==> src/design/hsv_pkg.sv <==
// Types and constants of the RGB to HSV converter.
// Used by every module of the block; depends on nothing.
package hsv_pkg;

  localparam int unsigned ChanW   = 8;
  localparam int unsigned HueW    = 15;
  localparam int unsigned SatW    = 13;

  localparam logic [HueW-1:0] HueFull = 15'd23040;

  // Hue offsets in 1/64 degree for each sector and sign of the channel difference.
  localparam logic [HueW-1:0] HueBaseRedPos   = 15'd0;
  localparam logic [HueW-1:0] HueBaseRedNeg   = 15'd19200;
  localparam logic [HueW-1:0] HueBaseGreenPos = 15'd7680;
  localparam logic [HueW-1:0] HueBaseGreenNeg = 15'd3840;
  localparam logic [HueW-1:0] HueBaseBluePos  = 15'd15360;
  localparam logic [HueW-1:0] HueBaseBlueNeg  = 15'd11520;

  // Pipelined restoring divider.
  localparam int unsigned DivNumW   = 22;
  localparam int unsigned DivDenW   = ChanW + 1;
  localparam int unsigned DivRemW   = DivDenW;
  localparam int unsigned DivQuoW   = 13;
  localparam int unsigned DivSteps  = 2;
  localparam int unsigned DivStages = (DivQuoW + DivSteps - 1) / DivSteps;
  localparam int unsigned DivLanes  = 2;
  localparam int unsigned LaneHue   = 0;
  localparam int unsigned LaneSat   = 1;

  typedef struct packed {
    logic [ChanW-1:0] red;
    logic [ChanW-1:0] green;
    logic [ChanW-1:0] blue;
  } pix_t;

  typedef struct packed {
    logic [HueW-1:0]  hue;
    logic [SatW-1:0]  saturation;
    logic [ChanW-1:0] brightness;
  } hsv_t;

  typedef struct packed {
    logic [HueW-1:0]  base;
    logic             gray;
    logic             black;
    logic [ChanW-1:0] bright;
  } side_t;

  typedef logic [DivLanes-1:0][DivNumW-1:0] num_vec_t;
  typedef logic [DivLanes-1:0][DivDenW-1:0] den_vec_t;
  typedef logic [DivLanes-1:0][DivQuoW-1:0] quo_vec_t;
  typedef logic [DivLanes-1:0][DivRemW-1:0] rem_vec_t;

endpackage

==> src/design/hsv_if.sv <==
// Valid/ready channel interfaces for pixels in and HSV results out.
// Depends on nothing but the field widths of the converter.
interface hsv_pix_if;
  logic       valid;
  logic       ready;
  logic [7:0] red;
  logic [7:0] green;
  logic [7:0] blue;

  modport source (output valid, output red, output green, output blue, input ready);
  modport sink   (input valid, input red, input green, input blue, output ready);
endinterface

interface hsv_res_if;
  logic        valid;
  logic        ready;
  logic [14:0] hue;
  logic [12:0] saturation;
  logic [7:0]  brightness;

  modport source (output valid, output hue, output saturation, output brightness, input ready);
  modport sink   (input valid, input hue, input saturation, input brightness, output ready);
endinterface

==> src/design/hsv_front.sv <==
// Front end: extremes and sector in one stage, divider operands in the next.
// Depends on hsv_pkg.
module hsv_front import hsv_pkg::*; (
  input  logic     clk_i,
  input  logic     rst_ni,
  input  logic     adv_i,
  input  logic     valid_i,
  input  pix_t     pix_i,
  output logic     valid_o,
  output num_vec_t num_o,
  output den_vec_t den_o,
  output side_t    side_o
);

  logic             s1_valid_q;
  logic [ChanW-1:0] mx_d, mx_q, mn_d, mn_q;
  logic             red_max_d, red_max_q, green_max_d, green_max_q;
  pix_t             pix_q;

  logic [ChanW-1:0] delta;
  logic [ChanW-1:0] frac;
  logic [HueW-1:0]  base;
  num_vec_t         num_d, num_q;
  den_vec_t         den_d, den_q;
  side_t            side_d, side_q;
  logic             s2_valid_q;

  always_comb begin
    mx_d = pix_i.red;
    mn_d = pix_i.red;
    if (pix_i.green > mx_d) mx_d = pix_i.green;
    if (pix_i.blue > mx_d) mx_d = pix_i.blue;
    if (pix_i.green < mn_d) mn_d = pix_i.green;
    if (pix_i.blue < mn_d) mn_d = pix_i.blue;
    red_max_d   = (mx_d == pix_i.red);
    green_max_d = (mx_d == pix_i.green);
  end

  always_ff @(posedge clk_i or negedge rst_ni) begin
    if (!rst_ni) begin
      s1_valid_q <= 1'b0;
    end else if (adv_i) begin
      s1_valid_q <= valid_i;
    end
  end

  always_ff @(posedge clk_i) begin
    if (adv_i) begin
      mx_q        <= mx_d;
      mn_q        <= mn_d;
      red_max_q   <= red_max_d;
      green_max_q <= green_max_d;
      pix_q       <= pix_i;
    end
  end

  // The hue fraction is always taken non-negative against a shifted sector base.
  always_comb begin
    delta = mx_q - mn_q;
    priority if (red_max_q) begin
      if (pix_q.green >= pix_q.blue) begin
        frac = pix_q.green - pix_q.blue;
        base = HueBaseRedPos;
      end else begin
        frac = mx_q - pix_q.blue;
        base = HueBaseRedNeg;
      end
    end else if (green_max_q) begin
      if (pix_q.blue >= pix_q.red) begin
        frac = pix_q.blue - pix_q.red;
        base = HueBaseGreenPos;
      end else begin
        frac = mx_q - pix_q.red;
        base = HueBaseGreenNeg;
      end
    end else begin
      if (pix_q.red >= pix_q.green) begin
        frac = pix_q.red - pix_q.green;
        base = HueBaseBluePos;
      end else begin
        frac = mx_q - pix_q.green;
        base = HueBaseBlueNeg;
      end
    end

    num_d[LaneHue] = (DivNumW'(frac) << 13) - (DivNumW'(frac) << 9) + DivNumW'(delta);
    den_d[LaneHue] = {delta, 1'b0};
    num_d[LaneSat] = (DivNumW'(delta) << 13) + DivNumW'(mx_q);
    den_d[LaneSat] = {mx_q, 1'b0};

    side_d.base   = base;
    side_d.gray   = (delta == '0);
    side_d.black  = (mx_q == '0);
    side_d.bright = mx_q;
  end

  always_ff @(posedge clk_i or negedge rst_ni) begin
    if (!rst_ni) begin
      s2_valid_q <= 1'b0;
    end else if (adv_i) begin
      s2_valid_q <= s1_valid_q;
    end
  end

  always_ff @(posedge clk_i) begin
    if (adv_i) begin
      num_q  <= num_d;
      den_q  <= den_d;
      side_q <= side_d;
    end
  end

  assign valid_o = s2_valid_q;
  assign num_o   = num_q;
  assign den_o   = den_q;
  assign side_o  = side_q;

endmodule

==> src/design/hsv_div.sv <==
// Pipelined restoring divider with one lane for hue and one for saturation.
// Each stage resolves a few quotient bits; depends on hsv_pkg.
module hsv_div import hsv_pkg::*; (
  input  logic     clk_i,
  input  logic     rst_ni,
  input  logic     adv_i,
  input  logic     valid_i,
  input  num_vec_t num_i,
  input  den_vec_t den_i,
  input  side_t    side_i,
  output logic     valid_o,
  output quo_vec_t quo_o,
  output side_t    side_o
);

  logic     valid_q [DivStages];
  rem_vec_t rem_q   [DivStages];
  quo_vec_t low_q   [DivStages];
  den_vec_t den_q   [DivStages];
  side_t    side_q  [DivStages];

  for (genvar s = 0; s < DivStages; s++) begin : g_stage
    logic     valid_in;
    rem_vec_t rem_in, rem_d;
    quo_vec_t low_in, low_d;
    den_vec_t den_in;
    side_t    side_in;

    if (s == 0) begin : g_first
      assign valid_in = valid_i;
      assign den_in   = den_i;
      assign side_in  = side_i;
      for (genvar l = 0; l < DivLanes; l++) begin : g_lane
        assign rem_in[l] = num_i[l][DivNumW-1:DivQuoW];
        assign low_in[l] = num_i[l][DivQuoW-1:0];
      end
    end else begin : g_next
      assign valid_in = valid_q[s-1];
      assign rem_in   = rem_q[s-1];
      assign low_in   = low_q[s-1];
      assign den_in   = den_q[s-1];
      assign side_in  = side_q[s-1];
    end

    always_comb begin
      logic [DivRemW:0] trial;
      rem_d = rem_in;
      low_d = low_in;
      for (int l = 0; l < DivLanes; l++) begin
        for (int j = 0; j < DivSteps; j++) begin
          if (s * DivSteps + j < DivQuoW) begin
            trial = {rem_d[l], low_d[l][DivQuoW-1]};
            if (trial >= {1'b0, den_in[l]}) begin
              rem_d[l] = DivRemW'(trial - {1'b0, den_in[l]});
              low_d[l] = {low_d[l][DivQuoW-2:0], 1'b1};
            end else begin
              rem_d[l] = trial[DivRemW-1:0];
              low_d[l] = {low_d[l][DivQuoW-2:0], 1'b0};
            end
          end
        end
      end
    end

    always_ff @(posedge clk_i or negedge rst_ni) begin
      if (!rst_ni) begin
        valid_q[s] <= 1'b0;
      end else if (adv_i) begin
        valid_q[s] <= valid_in;
      end
    end

    always_ff @(posedge clk_i) begin
      if (adv_i) begin
        rem_q[s]  <= rem_d;
        low_q[s]  <= low_d;
        den_q[s]  <= den_in;
        side_q[s] <= side_in;
      end
    end
  end

  assign valid_o = valid_q[DivStages-1];
  assign quo_o   = low_q[DivStages-1];
  assign side_o  = side_q[DivStages-1];

endmodule

==> src/design/hsv_back.sv <==
// Back end: adds the sector base, wraps the full circle and applies the
// gray and black cases into the output register. Depends on hsv_pkg.
module hsv_back import hsv_pkg::*; (
  input  logic     clk_i,
  input  logic     rst_ni,
  input  logic     adv_i,
  input  logic     valid_i,
  input  quo_vec_t quo_i,
  input  side_t    side_i,
  output logic     valid_o,
  output hsv_t     res_o
);

  logic            valid_q;
  hsv_t            res_d, res_q;
  logic [HueW-1:0] hue_sum;

  always_comb begin
    hue_sum = side_i.base + HueW'(quo_i[LaneHue]);
    if (side_i.gray) begin
      res_d.hue = '0;
    end else if (hue_sum >= HueFull) begin
      res_d.hue = hue_sum - HueFull;
    end else begin
      res_d.hue = hue_sum;
    end
    res_d.saturation = side_i.black ? '0 : quo_i[LaneSat];
    res_d.brightness = side_i.bright;
  end

  always_ff @(posedge clk_i or negedge rst_ni) begin
    if (!rst_ni) begin
      valid_q <= 1'b0;
    end else if (adv_i) begin
      valid_q <= valid_i;
    end
  end

  always_ff @(posedge clk_i) begin
    if (adv_i) begin
      res_q <= res_d;
    end
  end

  assign valid_o = valid_q;
  assign res_o   = res_q;

endmodule

==> src/design/rgb_to_hsv_converter.sv <==
// Top level of the RGB to HSV converter: front end, divider pipeline, back end.
// Depends on hsv_pkg, hsv_if, hsv_front, hsv_div and hsv_back.
//
//   Channel   Direction  Fields                          Beat
//   pix_i     in         red, green, blue (8 b each)     one pixel
//   hsv_o     out        hue 15 b, saturation 13 b,      one result per pixel
//                        brightness 8 b
//
// One pixel is taken every cycle unless a result waits at the output; the
// divider between front and back end resolves two quotient bits per stage.
// All stages advance together; when a result waits, the whole pipeline holds.
// Reset clears only the valid bits; no state survives between pixels.
module rgb_to_hsv_converter import hsv_pkg::*; (
  input  logic           clk_i,
  input  logic           rst_ni,
  hsv_pix_if.sink        pix_i,
  hsv_res_if.source      hsv_o
);

  logic     adv;
  pix_t     pix;
  logic     front_valid, div_valid, back_valid;
  num_vec_t num;
  den_vec_t den;
  side_t    front_side, div_side;
  quo_vec_t quo;
  hsv_t     res;

  assign adv         = !back_valid || hsv_o.ready;
  assign pix_i.ready = adv;
  assign pix.red     = pix_i.red;
  assign pix.green   = pix_i.green;
  assign pix.blue    = pix_i.blue;

  hsv_front u_front (
    .clk_i   (clk_i),
    .rst_ni  (rst_ni),
    .adv_i   (adv),
    .valid_i (pix_i.valid),
    .pix_i   (pix),
    .valid_o (front_valid),
    .num_o   (num),
    .den_o   (den),
    .side_o  (front_side)
  );

  hsv_div u_div (
    .clk_i   (clk_i),
    .rst_ni  (rst_ni),
    .adv_i   (adv),
    .valid_i (front_valid),
    .num_i   (num),
    .den_i   (den),
    .side_i  (front_side),
    .valid_o (div_valid),
    .quo_o   (quo),
    .side_o  (div_side)
  );

  hsv_back u_back (
    .clk_i   (clk_i),
    .rst_ni  (rst_ni),
    .adv_i   (adv),
    .valid_i (div_valid),
    .quo_i   (quo),
    .side_i  (div_side),
    .valid_o (back_valid),
    .res_o   (res)
  );

  assign hsv_o.valid      = back_valid;
  assign hsv_o.hue        = res.hue;
  assign hsv_o.saturation = res.saturation;
  assign hsv_o.brightness = res.brightness;

endmodule

==> src/flat_wrapper.sv <==
// flat-port wrapper written by rule: the top's interface ports become plain ports
module rgb_to_hsv_converter_flat import hsv_pkg::*;
  (clk_i, rst_ni, pix_i_valid, pix_i_red, pix_i_green, pix_i_blue, pix_i_ready, hsv_o_valid, hsv_o_hue, hsv_o_saturation, hsv_o_brightness, hsv_o_ready);
  hsv_pix_if pix_i_i ();
  hsv_res_if hsv_o_i ();
  input  logic clk_i;
  input  logic rst_ni;
  input wire logic [$bits(pix_i_i.valid)-1:0] pix_i_valid;
  input wire logic [$bits(pix_i_i.red)-1:0] pix_i_red;
  input wire logic [$bits(pix_i_i.green)-1:0] pix_i_green;
  input wire logic [$bits(pix_i_i.blue)-1:0] pix_i_blue;
  output wire logic [$bits(pix_i_i.ready)-1:0] pix_i_ready;
  output wire logic [$bits(hsv_o_i.valid)-1:0] hsv_o_valid;
  output wire logic [$bits(hsv_o_i.hue)-1:0] hsv_o_hue;
  output wire logic [$bits(hsv_o_i.saturation)-1:0] hsv_o_saturation;
  output wire logic [$bits(hsv_o_i.brightness)-1:0] hsv_o_brightness;
  input wire logic [$bits(hsv_o_i.ready)-1:0] hsv_o_ready;
  assign pix_i_i.valid = pix_i_valid;
  assign pix_i_i.red = pix_i_red;
  assign pix_i_i.green = pix_i_green;
  assign pix_i_i.blue = pix_i_blue;
  assign pix_i_ready = pix_i_i.ready;
  assign hsv_o_valid = hsv_o_i.valid;
  assign hsv_o_hue = hsv_o_i.hue;
  assign hsv_o_saturation = hsv_o_i.saturation;
  assign hsv_o_brightness = hsv_o_i.brightness;
  assign hsv_o_i.ready = hsv_o_ready;
  rgb_to_hsv_converter u_core (.clk_i(clk_i), .rst_ni(rst_ni), .pix_i(pix_i_i), .hsv_o(hsv_o_i));
endmodule
==> config.mk <==
export PLATFORM = sky130hd
export DESIGN_NAME = rgb_to_hsv_converter_flat
export DESIGN_NICKNAME = d
export VERILOG_FILES = /design/src/design/hsv_pkg.sv /design/src/design/hsv_if.sv /design/src/design/hsv_front.sv /design/src/design/hsv_div.sv /design/src/design/hsv_back.sv /design/src/design/rgb_to_hsv_converter.sv /design/src/flat_wrapper.sv
export SDC_FILE = /design/constraint.sdc
export NUM_CORES = 1
export LEC_CHECK = 0
export BUFFER_PORTS_ARGS = -buffer_cell sky130_fd_sc_hd__buf_2
export CORE_ASPECT_RATIO = 1.2
export CORE_UTILIZATION = 35
export DETAILED_ROUTE_END_ITERATION = 6
export GPL_TIMING_DRIVEN = 0
export PLACE_DENSITY_LB_ADDON = 0.3
export SLEW_MARGIN = 20
export SYNTH_ARGS = -nofsm -noshare
export SYNTH_HDL_FRONTEND = slang
export SYNTH_SLANG_ARGS = --single-unit
==> constraint.sdc <==
create_clock -name clk_i -period 22.4 [get_ports clk_i]
set_input_delay 1.12 -clock clk_i [delete_from_list [all_inputs] [get_ports clk_i]]
set_output_delay 1.12 -clock clk_i [all_outputs]
set_load 0.01 [all_outputs]
==> metrics <==
post-synthesis cell type count 89; Detailed Place HPWL 48700 µm; Core Area 85300 µm²; Placed Area 32300 µm²; sequential share of the synthesized area 51.8%; Hold/Removal Path Class in -> async; top cell family by delay on the critical path compound AO/OA/AOI/OAI gates; 1st-iter DRT viols 820; global-route wire length before repair 101000 µm; class of the most critical setup path reg -> reg; total track usage between 10 and 15%; largest net degree at the start of global routing 59; Routed WL per cell 16.6 µm; DR pass1 iterations 5; Syn Inst Count between 2000 and 2500; # port buffers 65; syn_nets 2808; crit-path most repeated cell o21ai_0; asr flop ratio synth 1.90%; max-capacitance violation count 0; # hold bufs at CTS 0; min Tclk post-route slightly below 6 ns; WP buf/inv 1; Root Driver clkbuf_16; Tcrit/Tclk final 26.4%; Via density 5.01; clk buf depth 3; layout cells sized above 1 12.6%; slew margin rel. around a third; Antenna diodes 0; top cell type's share of synthesized area 50.9%; Top Ports 66; Worst R2R Setup Slack about 16 ns; GP Congestion 0.904; setup_tns 0 ns; Starting Density 35.6%; Warnings, synthesis 0; CTS Sinks approximately 530; fill count about 8000; final instance area 34300 µm²; most instantiated library cell after synthesis edfxtp_1; largest cells by area after synthesis edfxtp_1, ha_1, mux2_2; TritonCTS clock tree yes; Inserted Clock Buffers 58; Post-CTS Setup Repair Bufs 0; critical path fanouts, max 9; CP Launch Type register; Worst path max stage delay just under 0.6 ns; most frequent cells after synthesis edfxtp_1, ha_1, inv_1; mapped cell area 30400 µm²; via count of the first global-routing pass 19900; routed wire length 62900 µm; status finished clean; endpoint type of the worst setup path register; initial antenna violation count 0; Crit path arrival time around 6.3 ns; clk slew on worst S/H paths 0.06 ns; synthesis-stage register bit count ~530; cells along the critical path inv_1, ha_1, nor2b_1, o21ai_0, a21boi_1, o21ai_0, a21boi_1, o21ai_0, a21boi_0, nor2_1, mux2_2, ha_1, o21ai_1, a21boi_0, o21ai_0, nand2b_1, a21o_1, a21o_1, a41o_1, a221oi_4, mux2_2; RSZ-0062 raised after global routing no; cts repair resizes 0; ys flop type edfxtp_1; post-synthesis cell type with the largest combined area edfxtp_1; die area 87900 µm²; DRC viols 0; antenna-violating nets left 0; Die Span X about 270 µm; H-Tree Depth 2; vias roughly 19000; Setup violations, final 0; fmax 0.169 GHz; CP required 22.76 ns; Worst Skew 0.0247 ns; Layout area overhead 13.0%; Syn Area/Cell 12.3 µm²; Final nets 2943; max-slew violation count 0; slowest CP cell nor2_1; Hold Violations, Final 0; worst-margin pin slew just under 1 ns; die height 325 µm; EDFF count, synth 515; total grt overflow 0; Rows 117; clk_lat worst skew 0.63 ns
## path summary, 6_finish.rpt
check                                           from                               end  cells past startpoint
max in group asynchronous                     rst_ni  u_core.u_div.g_stage[4].valid_in                      1
setup reg to reg           u_core.u_div.low_q[0][16]         u_core.u_div.rem_q[1][17]                     21
hold reg to reg            u_core.u_div.side_q[4][8]         u_core.u_div.side_q[5][8]                      0
hold / removal                                rst_ni  u_core.u_div.g_stage[3].valid_in                      1
setup / recovery           u_core.u_div.low_q[0][16]         u_core.u_div.rem_q[1][17]                     21
min in group clk_i         u_core.u_div.side_q[4][8]         u_core.u_div.side_q[5][8]                      0
## layout by cell type, fill, tap and decap left out, types with 22 or more instances in the layout
| master | count |
|---|---|
| a211oi_1 | 23 |
| a21o_1 | 111 |
| a21oi_1 | 178 |
| buf_2 | 68 |
| clkbuf_1 | 22 |
| clkbuf_16 | 61 |
| edfxtp_1 | 515 |
| fa_1 | 30 |
| ha_1 | 287 |
| inv_1 | 266 |
| mux2_2 | 132 |
| mux2i_1 | 40 |
| nand2_1 | 53 |
| nand2b_1 | 34 |
| nand4_1 | 41 |
| nor2_1 | 160 |
| nor2b_1 | 61 |
| o21ai_0 | 61 |
| o21bai_1 | 34 |
| xnor2_1 | 141 |
| xor2_1 | 50 |
## sequential cells by signal, summed over array words and instances (netlist names), 3 cells and up
signal                         cells
u_core.u_div.rem_q               106
u_core.u_front.mx_q                8
u_core.u_front.num_o              24
u_core.u_div.g_stage.valid_in      6
u_core.u_front.mn_q                8
u_core.u_front.pix_q              24
u_core.u_back.res_o               36
u_core.u_front.den_o               3
u_core.u_div.side_q               76
u_core.u_front.side_o             16
u_core.u_div.low_q               159
u_core.u_div.den_q                53
## cell families after synthesis
kind of cell             count (synthesis)  share of synthesized area (%)
adder cells (fa/ha/maj)                317                           13.8
other                                    1                         0.0124
XOR/XNOR                               192                           5.56
AND/OR/NAND/NOR                        429                           7.18
AO/OA/AOI/OAI                          532                           11.7
buffers and inverters                  294                           3.68
flip-flops                             525                           51.8
multiplexers                           173                           6.25
## cell type report
type / instances / area, µm² / area share (%)
sequential: 525 / 15700 / 45.8
multi-input combinational: 1644 / 13500 / 39.4
clock buffer: 63 / 1530 / 4.47
tap: 1130 / 1410 / 4.12
inverter: 267 / 1000 / 2.92
timing repair buffer: 75 / 571 / 1.66
clock inverter: 47 / 439 / 1.28
buffer: 27 / 120 / 0.350
## per-stage QoR
stage | cells | util [%] | hold WS, ns | worst slack [ns]
3_3_place_gp | 3658 | 37.6 | 0.401 | -1.37
2_1_floorplan | 2463 | - | 0.400 | 4.87
3_5_place_dp | 3668 | 37.9 | 0.405 | 16.11
4_1_cts | 3778 | 40.2 | 0.291 | 16.48
5_1_grt | 3778 | 40.2 | 0.317 | 16.09
6_report | 3778 | 40.2 | 0.333 | 16.49
## routing by layer
metal / vias to the layer above / global-route usage, % / share of wire [%]
met5: - / 0 / 0
met4: 0 / 6.91 / 4.5
met3: 144 / 2.16 / 3.2
met2: 308 / 26.8 / 53
met1: 9109 / 15.3 / 40
li1: 9368 / - / -
Power is left out: the tool's default activity adds up to more than one toggle a clock period on the data nets, which glitch-free logic cannot reach.
